## src/rtl/core/cfbd_pkg.sv

```systemverilog
package cfbd_pkg;

    localparam logic [7:0] SYNC_BYTE   = 8'hF1;
    localparam logic [7:0] CMD_CLASSIC = 8'd0;
    localparam logic [7:0] CMD_FD      = 8'd20;

    localparam logic [7:0] RPL_CODE_01 = 8'd1;
    localparam logic [7:0] RPL_CODE_02 = 8'd2;
    localparam logic [7:0] RPL_CODE_03 = 8'd3;
    localparam logic [7:0] RPL_CODE_04 = 8'd4;
    localparam logic [7:0] RPL_CODE_05 = 8'd5;
    localparam logic [7:0] RPL_CODE_06 = 8'd6;
    localparam logic [7:0] RPL_CODE_07 = 8'd7;
    localparam logic [7:0] RPL_CODE_09 = 8'd9;
    localparam logic [7:0] RPL_CODE_12 = 8'd12;
    localparam logic [7:0] RPL_CODE_13 = 8'd13;
    localparam logic [7:0] RPL_CODE_22 = 8'd22;

    localparam logic [6:0] STEP_LEN_BYTE  = 7'd8;
    localparam logic [6:0] STEP_BUS_BYTE  = 7'd9;
    localparam logic [6:0] CLASSIC_DATA0  = 7'd9;
    localparam logic [6:0] FD_DATA0       = 7'd10;

    typedef enum logic [1:0] {
        PH_IDLE,
        PH_CMD,
        PH_CLASSIC,
        PH_FD
    } t_phase;

    typedef struct packed {
        logic [31:0] time_stamp;
        logic [30:0] frame_id;
        logic        extended_id;
        logic        flexible_rate;
        logic [7:0]  bus_number;
        logic [5:0]  data_length;
        logic [5:0]  byte_index;
        logic [7:0]  data_byte;
        logic        has_data;
        logic        last;
    } t_result;

endpackage

```

## src/rtl/core/cfbd_core.sv

```systemverilog
module cfbd_core
    import cfbd_pkg::*;
(
    input  logic       i_clk,
    input  logic       i_rst_n,
    input  logic       i_step,
    input  logic [7:0] i_byte,
    output logic       o_res_valid,
    output t_result    o_res
);

    t_phase      r_phase, n_phase;
    logic [6:0]  r_step, n_step;
    logic [31:0] r_stamp, n_stamp;
    logic [31:0] r_ident, n_ident;
    logic [5:0]  r_len, n_len;
    logic [7:0]  r_bus, n_bus;
    logic        r_fd, n_fd;

    logic [6:0] w_len7;
    logic [6:0] w_classic_end;
    logic [6:0] w_fd_end;
    logic [6:0] w_classic_idx;
    logic [6:0] w_fd_idx;
    logic       w_reply;

    assign w_len7        = {1'b0, r_len};
    assign w_classic_end = w_len7 + CLASSIC_DATA0;
    assign w_fd_end      = w_len7 + FD_DATA0;
    assign w_classic_idx = r_step - CLASSIC_DATA0;
    assign w_fd_idx      = r_step - FD_DATA0;
    assign w_reply       = i_byte inside {RPL_CODE_01, RPL_CODE_02, RPL_CODE_03, RPL_CODE_04,
                                          RPL_CODE_05, RPL_CODE_06, RPL_CODE_07, RPL_CODE_09,
                                          RPL_CODE_12, RPL_CODE_13, RPL_CODE_22};

    always_comb begin
        n_phase = r_phase;
        n_step  = r_step;
        n_stamp = r_stamp;
        n_ident = r_ident;
        n_len   = r_len;
        n_bus   = r_bus;
        n_fd    = r_fd;
        case (r_phase)
            PH_IDLE: begin
                if (i_byte == SYNC_BYTE) begin
                    n_phase = PH_CMD;
                end
            end
            PH_CMD: begin
                if (i_byte == CMD_CLASSIC) begin
                    n_phase = PH_CLASSIC;
                    n_step  = '0;
                    n_fd    = 1'b0;
                end else if (i_byte == CMD_FD) begin
                    n_phase = PH_FD;
                    n_step  = '0;
                    n_fd    = 1'b1;
                end else if (w_reply) begin
                    n_phase = PH_IDLE;
                    n_step  = '0;
                end
            end
            PH_CLASSIC, PH_FD: begin
                if (r_step < STEP_LEN_BYTE) begin
                    if (!r_step[2]) begin
                        if (r_step[1:0] == 2'd0) begin
                            n_stamp = {24'd0, i_byte};
                        end else begin
                            n_stamp[{r_step[1:0], 3'b000} +: 8] = i_byte;
                        end
                    end else begin
                        if (r_step[1:0] == 2'd0) begin
                            n_ident = {24'd0, i_byte};
                        end else begin
                            n_ident[{r_step[1:0], 3'b000} +: 8] = i_byte;
                        end
                    end
                    n_step = r_step + 7'd1;
                end else if (r_phase == PH_CLASSIC) begin
                    if (r_step == STEP_LEN_BYTE) begin
                        n_len = {2'b00, i_byte[3:0]};
                        n_bus = {4'd0, i_byte[7:4]};
                        if (i_byte[3:0] == 4'd0) begin
                            n_phase = PH_IDLE;
                            n_step  = '0;
                        end else begin
                            n_step = CLASSIC_DATA0;
                        end
                    end else if (r_step < w_classic_end) begin
                        if (r_step == w_classic_end - 7'd1) begin
                            n_phase = PH_IDLE;
                            n_step  = '0;
                        end else begin
                            n_step = r_step + 7'd1;
                        end
                    end else begin
                        n_phase = PH_IDLE;
                        n_step  = '0;
                    end
                end else begin
                    if (r_step == STEP_LEN_BYTE) begin
                        n_len  = i_byte[5:0];
                        n_step = STEP_BUS_BYTE;
                    end else if (r_step == STEP_BUS_BYTE) begin
                        n_bus  = i_byte;
                        n_step = FD_DATA0;
                    end else if (r_step < w_fd_end) begin
                        n_step = r_step + 7'd1;
                    end else begin
                        n_phase = PH_IDLE;
                        n_step  = '0;
                    end
                end
            end
            default: begin
                n_phase = PH_IDLE;
                n_step  = '0;
            end
        endcase
    end

    always_comb begin
        o_res_valid         = 1'b0;
        o_res.time_stamp    = r_stamp;
        o_res.frame_id      = r_ident[30:0];
        o_res.extended_id   = r_ident[31];
        o_res.flexible_rate = r_fd;
        o_res.bus_number    = r_bus;
        o_res.data_length   = r_len;
        o_res.byte_index    = '0;
        o_res.data_byte     = '0;
        o_res.has_data      = 1'b0;
        o_res.last          = 1'b0;
        case (r_phase)
            PH_CLASSIC: begin
                if (r_step == STEP_LEN_BYTE) begin
                    o_res.bus_number  = {4'd0, i_byte[7:4]};
                    o_res.data_length = {2'b00, i_byte[3:0]};
                    o_res.last        = 1'b1;
                    o_res_valid       = (i_byte[3:0] == 4'd0);
                end else if (r_step > STEP_LEN_BYTE && r_step < w_classic_end) begin
                    o_res_valid      = 1'b1;
                    o_res.has_data   = 1'b1;
                    o_res.byte_index = w_classic_idx[5:0];
                    o_res.data_byte  = i_byte;
                    o_res.last       = (r_step == w_classic_end - 7'd1);
                end
            end
            PH_FD: begin
                if (r_step == STEP_BUS_BYTE) begin
                    o_res.bus_number = i_byte;
                    o_res.last       = 1'b1;
                    o_res_valid      = (r_len == 6'd0);
                end else if (r_step > STEP_BUS_BYTE && r_step < w_fd_end) begin
                    o_res_valid      = 1'b1;
                    o_res.has_data   = 1'b1;
                    o_res.byte_index = w_fd_idx[5:0];
                    o_res.data_byte  = i_byte;
                    o_res.last       = (r_step == w_fd_end - 7'd1);
                end
            end
            default: begin
                o_res_valid = 1'b0;
            end
        endcase
        o_res_valid = o_res_valid && i_step;
    end

    always_ff @(posedge i_clk) begin
        if (!i_rst_n) begin
            r_phase <= PH_IDLE;
            r_step  <= '0;
            r_stamp <= '0;
            r_ident <= '0;
            r_len   <= '0;
            r_bus   <= '0;
            r_fd    <= 1'b0;
        end else if (i_step) begin
            r_phase <= n_phase;
            r_step  <= n_step;
            r_stamp <= n_stamp;
            r_ident <= n_ident;
            r_len   <= n_len;
            r_bus   <= n_bus;
            r_fd    <= n_fd;
        end
    end

endmodule

```

## src/rtl/core/cfbd_out_reg.sv

```systemverilog
module cfbd_out_reg
    import cfbd_pkg::*;
(
    input  logic    i_clk,
    input  logic    i_rst_n,
    input  logic    i_load,
    input  t_result i_res,
    input  logic    i_stall,
    output logic    o_valid,
    output t_result o_res
);

    logic    r_valid, n_valid;
    t_result r_res;

    always_comb begin
        if (i_load) begin
            n_valid = 1'b1;
        end else if (!i_stall) begin
            n_valid = 1'b0;
        end else begin
            n_valid = r_valid;
        end
    end

    always_ff @(posedge i_clk) begin
        if (!i_rst_n) begin
            r_valid <= 1'b0;
        end else begin
            r_valid <= n_valid;
        end
    end

    always_ff @(posedge i_clk) begin
        if (i_load) begin
            r_res <= i_res;
        end
    end

    assign o_valid = r_valid;
    assign o_res   = r_res;

endmodule

```

## src/rtl/core/can_frame_byte_deframer.sv

```systemverilog
// Deframer for CAN and CAN FD frames carried in a byte-wide binary serial stream.
// The input channel takes one received byte per beat on i_rx_byte, qualified by
// i_in_valid and held off by o_in_stall. The output channel gives one beat per data
// byte of a frame, with the frame header fields repeated on every beat, and a single
// beat with has_data low for a frame of zero length; last marks the frame's end.
// A beat is taken on either channel at a rising edge where valid is high and stall
// is low.
// Each accepted byte passes through an input register and then the decode logic into
// the output register. One byte can be accepted in every cycle while the receiver
// does not stall the output; the single decode step per byte sets this.
// When the receiver stalls, the output beat holds; o_in_stall rises at once if the
// input register holds a byte, and else one more byte is still taken into it first.
// Synchronous reset returns the decoder to waiting for a sync byte and empties both
// registers; stored header fields clear to zero, but the output fields are not reset.
module can_frame_byte_deframer
    import cfbd_pkg::*;
(
    input  logic        i_clk,
    input  logic        i_rst_n,
    input  logic        i_in_valid,
    output logic        o_in_stall,
    input  logic [7:0]  i_rx_byte,
    output logic        o_out_valid,
    input  logic        i_out_stall,
    output logic [31:0] o_time_stamp,
    output logic [30:0] o_frame_id,
    output logic        o_extended_id,
    output logic        o_flexible_rate,
    output logic [7:0]  o_bus_number,
    output logic [5:0]  o_data_length,
    output logic [5:0]  o_byte_index,
    output logic [7:0]  o_data_byte,
    output logic        o_has_data,
    output logic        o_last
);

    logic       r_in_valid, n_in_valid;
    logic [7:0] r_in_byte;
    logic       w_advance;
    logic       w_accept;
    logic       w_step;
    logic       w_res_valid;
    t_result    w_res;
    t_result    w_out;

    assign w_advance  = !o_out_valid || !i_out_stall;
    assign o_in_stall = r_in_valid && !w_advance;
    assign w_accept   = i_in_valid && !o_in_stall;
    assign w_step     = r_in_valid && w_advance;

    always_comb begin
        if (w_accept) begin
            n_in_valid = 1'b1;
        end else if (w_advance) begin
            n_in_valid = 1'b0;
        end else begin
            n_in_valid = r_in_valid;
        end
    end

    always_ff @(posedge i_clk) begin
        if (!i_rst_n) begin
            r_in_valid <= 1'b0;
        end else begin
            r_in_valid <= n_in_valid;
        end
    end

    always_ff @(posedge i_clk) begin
        if (w_accept) begin
            r_in_byte <= i_rx_byte;
        end
    end

    cfbd_core u_core (
        .i_clk       (i_clk),
        .i_rst_n     (i_rst_n),
        .i_step      (w_step),
        .i_byte      (r_in_byte),
        .o_res_valid (w_res_valid),
        .o_res       (w_res)
    );

    cfbd_out_reg u_out (
        .i_clk   (i_clk),
        .i_rst_n (i_rst_n),
        .i_load  (w_res_valid),
        .i_res   (w_res),
        .i_stall (i_out_stall),
        .o_valid (o_out_valid),
        .o_res   (w_out)
    );

    assign o_time_stamp    = w_out.time_stamp;
    assign o_frame_id      = w_out.frame_id;
    assign o_extended_id   = w_out.extended_id;
    assign o_flexible_rate = w_out.flexible_rate;
    assign o_bus_number    = w_out.bus_number;
    assign o_data_length   = w_out.data_length;
    assign o_byte_index    = w_out.byte_index;
    assign o_data_byte     = w_out.data_byte;
    assign o_has_data      = w_out.has_data;
    assign o_last          = w_out.last;

endmodule

```

## config.mk

```make
export PLATFORM = sky130hd
export DESIGN_NAME = can_frame_byte_deframer
export DESIGN_NICKNAME = d
export VERILOG_FILES = /design/src/rtl/core/cfbd_pkg.sv /design/src/rtl/core/cfbd_core.sv /design/src/rtl/core/cfbd_out_reg.sv /design/src/rtl/core/can_frame_byte_deframer.sv
export SDC_FILE = /design/constraint.sdc
export NUM_CORES = 1
export LEC_CHECK = 0
export BUFFER_PORTS_ARGS = -buffer_cell sky130_fd_sc_hd__buf_2
export CORE_ASPECT_RATIO = 0.7
export CORE_UTILIZATION = 40
export DETAILED_ROUTE_END_ITERATION = 10
export SLEW_MARGIN = 20
export SYNTH_ARGS = -nofsm -noshare
export SYNTH_HDL_FRONTEND = slang
export SYNTH_SLANG_ARGS = --single-unit
export TNS_END_PERCENT = 5
```

## constraint.sdc

```tcl
create_clock -name i_clk -period 9.7 [get_ports i_clk]
set_input_delay 0.97 -clock i_clk [delete_from_list [all_inputs] [get_ports i_clk]]
set_output_delay 0.97 -clock i_clk [all_outputs]
set_load 0.01 [all_outputs]
```

==> results of run 1 <==
==> Yosys cell counts, types with 3 or more instances <==
master	count	area [sq um]
nand2_1	113	424.2
edfxtp_1	103	3093
a21oi_1	91	455.4
dfxtp_1	90	1802
nand3_1	78	390.4
nor2_1	57	214.0
clkbuf_1	41	153.9
ha_1	27	337.8
o21ai_0	24	120.1
and2_1	17	106.4
xnor2_1	17	148.9
mux2i_1	13	130.1
inv_1	12	45.04
a22o_1	10	87.58
nor3_1	10	50.05
xor2_1	10	87.58
nor2b_1	8	50.05
and3_1	7	43.79
buf_6	7	78.83
a22oi_1	6	45.04
o21a_1	6	45.04
nand2b_1	5	31.28
o21ai_1	5	25.02
o22ai_1	5	31.28
o31ai_1	5	37.54
mux2_2	4	45.04
nor4_1	4	25.02
a21o_1	3	22.52
buf_2	3	15.01
buf_4	3	22.52
nand4_1	3	18.77
o41ai_1	3	26.28
==> state kept, by name, indices dropped and copies added (netlist names) <==
signal and count:
r_in_byte 8, u_core.r_bus 8, u_core.r_phase 2, r_in_valid 1, u_core.r_step 7, u_out.o_res 95
u_out.o_valid 1, u_core.r_fd 1, u_core.r_stamp 32, u_core.r_len 6, u_core.r_ident 32
==> cell type report <==
class                      count  area share
tap                          276     0.03463
clock inverter                15     0.01945
clock buffer                  17     0.04265
inverter                      13    0.004893
sequential                   193      0.4908
multi-input combinational    573      0.3429
timing repair buffer         122     0.06473
==> cell families (layout without fill, tap and decap cells) <==
family          count (synthesis)  count (layout)  synth area share
simple gates                  316             316            0.1722
flops                         193             193            0.5672
compound gates                185             185            0.1325
buf+inv                        68             167           0.03857
xor+xnor                       28              28           0.03001
fa+ha+maj                      27              27           0.03915
mux                            17              17           0.02030
==> layer usage <==
metal,up-vias,wire length [um]
met5,-,0
met4,0,199
met3,16,1645
met2,269,8774
met1,3059,11290
li1,3162,-
==> per-stage QoR <==
step	hold WS, ns	utilization	setup slack [ns]	area, sq um	power [mW]
6_report	0.4313	0.4767	5.016	9973	1.621
4_1_cts	0.4328	0.4767	5.037	9973	1.636
3_3_place_gp	0.4116	0.4471	5.263	9354	0.9082
5_1_grt	0.4386	0.4767	4.654	9973	1.673
2_1_floorplan	0.4081	-	1.988	8630	0.8930
3_5_place_dp	0.4125	0.4471	5.060	9354	0.9082
==> critical path: stages (launching register included) <==
cell	delay [ns]
dfxtp_1	0.54
ha_1	0.33
and2_4	0.23
o21ai_2	0.06
xor2_1	0.24
ha_1	0.30
and3_1	0.17
a221oi_1	0.43
nand3_1	0.22
a21oi_1	0.27
nor2_1	0.17
a21oi_4	0.14
buf_4	0.43
buf_4	0.70
==> worst min path at each step <==
stage,end
after floorplan,u_out.o_res[31]
after global placement,u_out.o_res[81]
after detailed placement,u_out.o_res[61]
after CTS,u_out.o_res[78]
after global routing,u_out.o_res[69]
final,u_out.o_res[78]
==> power groups by stage <==
stage | Clock, mW | Combinational, mW | Sequential, mW
after CTS | 0.746 | 0.0184 | 0.871
after floorplan | 0 | 0.0177 | 0.875
after global placement | 0 | 0.0184 | 0.890
after global routing | 0.781 | 0.0201 | 0.872
after detailed placement | 0 | 0.0184 | 0.890
final | 0.731 | 0.0182 | 0.872
==> results.md, run 1 <==
* Yosys reg bits at 193
* Post-DRT Antenna Nets at 0
* Initial Util at 0.4125
* CTS Sinks at 193
* Post-synth EDFFs at 103
* DP Cell Count at 1177
* Met3 Resource Use GR at 0.04243
* Worst Skew at 0.01411 ns
* Clock tree root driver cell: clkbuf_16
* CTS tree: done
* Highest clock rate at 213.5 MHz
* Area of the multi-input gates at 3420 sq um
* Vias in the first global route at 5931
* Synth Instances at 834
* Clock Power Share at 0.451
* CTS clk-pin slew, worst paths at 0.08 ns
* CP startpoint kind: flop
* Antenna diodes at 0
* Bufs on Longest Clock Path at 2
* CTS Hold Bufs at 0
* Setup TNS at 0 ns
* Layout cell share with drive strength beyond 1 at 0.1833
* Most frequent cells in the layout: nand2_1, buf_2, edfxtp_1
* Leakage at 3.831 nW
* Max-slew headroom at 0.1920
* Clock latency on the worst-skew pair at 0.44 ns
* Maxcap violations at 0
* CTS resizes at 0
* Sequential fraction of the synthesis area at 0.5672
* Cell-internal power at 1.254 mW
* Busiest layer in global routing: met1
* Met2 usage at 0.2638
* Worst r2r src: u_core.r_len[2]
* Synthesized area per cell at 10.35 sq um
* Reg2Reg Depth at 13
* Post-Syn Area at 8630 sq um
* Core area at 20920 sq um
* Row count at 44
* Fillcell total at 1990
* Non-filler cells in the finished layout at 1209
* Switching Share at 0.2260
* Worst EP required at 9.76 ns
* DR WL/cell at 18.12 um
* Hold Violations, Final at 0
* Slew Viols, Final at 0
* Vias per cell at 5.381
* Via count at 6506
* Most common cell after layout, fill and taps aside: nand2_1
* Worst setup path class: flop to flop
* I/O Buffers at 108
* Final Setup Violations at 0
* Flop pwr share at 0.538
* Worst hold stages at 0
* Die Span Y at 124.9 um
* Die width at 177.6 um
* Largest net degree at the start of global routing at 78
* Worst setup path endpoint: u_out.o_res[66]
* First DRT Iteration DRCs at 553
* First-pass GRT wire length at 34250 um
* Worst vdd ir at 0.1079 mV
* Area Overhead vs Synth at 15.57%
* Top_reg_cell synth: edfxtp_1
* H-tree Lvls at 4
* Hpwl dp at 14500 um
* Critical Path AT at 4.74 ns
* DRC viols at 0
* Worst flop-to-flop path endpoint: u_out.o_res[66]
* Worst Hold Class: flop to flop
* Final WL at 21910 um
* Crit path time final at 4.684 ns
* RSZ-0062 raised after global routing: no
* Switch Pwr at 0.3662 mW
* Comb pwr share at 0.011
* Hold_sp: u_core.r_stamp[15]
* Slew at the pin with the worst max-slew slack at 1.201 ns
* Total track usage at 0.2025
* Storage element area at 4895 sq um
* CTS Buf Count at 17
* Nets at 959
* GRT overflow at 0
* Io pins at 109
* Pwr dens at 162.5 nW/um^2
* Met1 Track Usage GR at 0.3275
* Critical Path Fanout Max at 62
* DIE AREA at 22170 sq um
* Distinct cells, synth at 65
* Yosys warning total at 0
* Final worst path period share at 0.4829
* Mapped Nets at 873
* CP Capture Type: flop
* Asr flop ratio synth at 0
* R2R setup slack at 5.02 ns
* Initial antenna violation count at 0
* Postcts setup bufs at 0
* Total iterations of the first detailed-routing run at 5
* Final Wtd Congestion at 0.9578
* Status: finished, final reports clean
* Setup crit start: u_core.r_len[2]
Power figures use the tool's default switching activity.
==> inputs of run 2 (changes only) <==
clock period = 4.5 ns   (was 9.7 ns; I/O delays follow)
==> results.md, run 2 (same netlist as run 1, synthesis figures left out) <==
* CTS Hold Bufs at 0 (unchanged)
* Core area at 20920 sq um (unchanged)
* Leakage at 3.832 nW (was 3.831 nW)
* DP Cell Count at 1180 (was 1177)
* Switch Pwr at 0.7222 mW (was 0.3662 mW)
* CTS tree: done (unchanged)
* Non-filler cells in the finished layout at 1212 (was 1209)
* Final worst path period share at 0.8585 (was 0.4829)
* GRT overflow at 0 (unchanged)
* Clock tree root driver cell: clkbuf_16 (unchanged)
* Worst EP required at 4.58 ns (was 9.76 ns)
* DIE AREA at 22170 sq um (unchanged)
* Row count at 44 (unchanged)
* Final Wtd Congestion at 0.9473 (was 0.9578)
* H-tree Lvls at 4 (unchanged)
* Fillcell total at 1971 (was 1990)
* CTS Buf Count at 17 (unchanged)
* Final Setup Violations at 0 (unchanged)
* Vias per cell at 5.391 (was 5.381)
* Die Span Y at 124.9 um (unchanged)
* Die width at 177.6 um (unchanged)
* Nets at 962 (was 959)
* Critical Path Fanout Max at 71 (was 62)
* Antenna diodes at 0 (unchanged)
* RSZ-0062 raised after global routing: no (unchanged)
* Worst setup path class: flop to flop (unchanged)
* CTS clk-pin slew, worst paths at 0.07 ns (was 0.08 ns)
* Pwr dens at 341.5 nW/um^2 (was 162.5 nW/um^2)
* Maxcap violations at 0 (unchanged)
* I/O Buffers at 108 (unchanged)
* Slew Viols, Final at 0 (unchanged)
* Highest clock rate at 258.8 MHz (was 213.5 MHz)
* Post-DRT Antenna Nets at 0 (unchanged)
* CP startpoint kind: flop (unchanged)
* Max-slew headroom at 0.3103 (was 0.1920)
* Switching Share at 0.2119 (was 0.2260)
* Max reg flops at 95 (unchanged)
* Worst vdd ir at 0.2622 mV (was 0.1079 mV)
* CTS Sinks at 193 (unchanged)
* Most common cell after layout, fill and taps aside: nand2_1 (unchanged)
* Initial Util at 0.4125 (unchanged)
* Crit path time final at 3.863 ns (was 4.684 ns)
* Layout cell share with drive strength beyond 1 at 0.1848 (was 0.1833)
* CP Capture Type: flop (unchanged)
* First DRT Iteration DRCs at 724 (was 553)
* Largest net degree at the start of global routing at 72 (was 78)
* Initial antenna violation count at 0 (unchanged)
* Comb pwr share at 0.010 (was 0.011)
* Setup TNS at 0 ns (unchanged)
* Slew at the pin with the worst max-slew slack at 1.035 ns (was 1.201 ns)
* Hpwl dp at 14400 um (was 14500 um)
* DRC viols at 0 (unchanged)
* Via count at 6534 (was 6506)
* Total iterations of the first detailed-routing run at 5 (unchanged)
* Final WL at 21840 um (was 21910 um)
* Flop pwr share at 0.553 (was 0.538)
* Hold Violations, Final at 0 (unchanged)
* Worst Skew at 0.009860 ns (was 0.01411 ns)
* First-pass GRT wire length at 33610 um (was 34250 um)
* Io pins at 109 (unchanged)
* Total track usage at 0.1997 (was 0.2025)
* Critical Path AT at 3.94 ns (was 4.74 ns)
* Area Overhead vs Synth at 15.64% (was 15.57%)
* Postcts setup bufs at 0 (unchanged)
* Setup ws final at 0.6366 ns (was 5.016 ns)
* Bufs on Longest Clock Path at 2 (unchanged)
* Clock latency on the worst-skew pair at 0.43 ns (was 0.44 ns)
* Clock Power Share at 0.437 (was 0.451)
* Status: finished, final reports clean (unchanged)
* Cell-internal power at 2.685 mW (was 1.254 mW)
* CTS resizes at 0 (unchanged)
* Pre-CTS setup slack at 0.6835 ns (was 5.060 ns)
* Vias in the first global route at 5905 (was 5931)
* Worst Hold Class: input port to flop (was flop to flop)
* Most frequent cells in the layout: nand2_1, buf_2, edfxtp_1 (unchanged)
* DR WL/cell at 18.02 um (was 18.12 um)
run 2: cell count changes in the layout (fill, tap and decap cells not counted), sizes merged:
| cell | before | now |
|---|---|---|
| clkinvlp | 1 | 2 |
| clkinv | 6 | 4 |
| inv | 19 | 15 |
| buf | 122 | 125 |
| bufinv | 2 | 1 |
| clkbuf | 17 | 23 |
run 2: critical path, stage by stage, from the launching register on:
cell      delay (ns)
dfxtp_1         0.54
ha_1            0.33
and2_4          0.23
o21ai_2         0.06
xor2_1          0.26
ha_1            0.30
and3_1          0.18
a221oi_2        0.34
nand3_1         0.18
a21oi_1         0.29
nor2_1          0.16
a21oi_4         0.20
buf_12          0.32
run 2: per-layer routing:
layer,wire length [um],part of all wire,GRT usage,up-vias
met3,1637,0.075,0.04274,19
met1,11350,0.52,0.3229,3081
met2,8576,0.39,0.2610,262
met4,270,0.012,0.05178,0
met5,0,0,0,-
li1,-,-,-,3172
run 2: area by class of cell:
type / instances / area (sq um) / share of cell area
Clock buffer: 23 / 488.0 / 0.04890
Inverter: 13 / 48.80 / 0.004890
Tap cell: 276 / 345.3 / 0.03460
Clock inverter: 9 / 96.34 / 0.009654
Multi-Input combinational cell: 573 / 3426 / 0.3433
Sequential cell: 193 / 4895 / 0.4905
Timing Repair Buffer: 125 / 680.7 / 0.06820
run 2: power by group through the flow:
stage	Clock [mW]	Sequential, mW	Combinational [mW]
after floorplan	0	1.89	0.0381
after global placement	0	1.92	0.0323
after detailed placement	0	1.93	0.0324
after CTS	1.52	1.89	0.0325
after global routing	1.59	1.89	0.0356
final	1.49	1.89	0.0328
run 2: stage by stage:
stage | total power, mW | instance area (sq um) | hold WS (ns) | utilization
2_1_floorplan | 1.925 | 8647 | 0.4081 | -
3_3_place_gp | 1.956 | 9395 | 0.4133 | 0.4491
3_5_place_dp | 1.958 | 9395 | 0.4126 | 0.4491
4_1_cts | 3.436 | 9980 | 0.1719 | 0.4770
5_1_grt | 3.508 | 9980 | 0.1771 | 0.4770
6_report | 3.408 | 9980 | 0.1930 | 0.4770
run 2: final timing paths:
kind	startpoint	to	slack, ns	cells after the start
hold / removal	i_rx_byte[4]	r_in_byte[4]	0.19	1
hold reg to reg	u_core.r_ident[1]	u_out.o_res[33]	0.43	0
setup / recovery	u_core.r_len[2]	u_out.o_res[23]	0.64	12
setup reg to reg	u_core.r_len[2]	u_out.o_res[23]	0.64	12
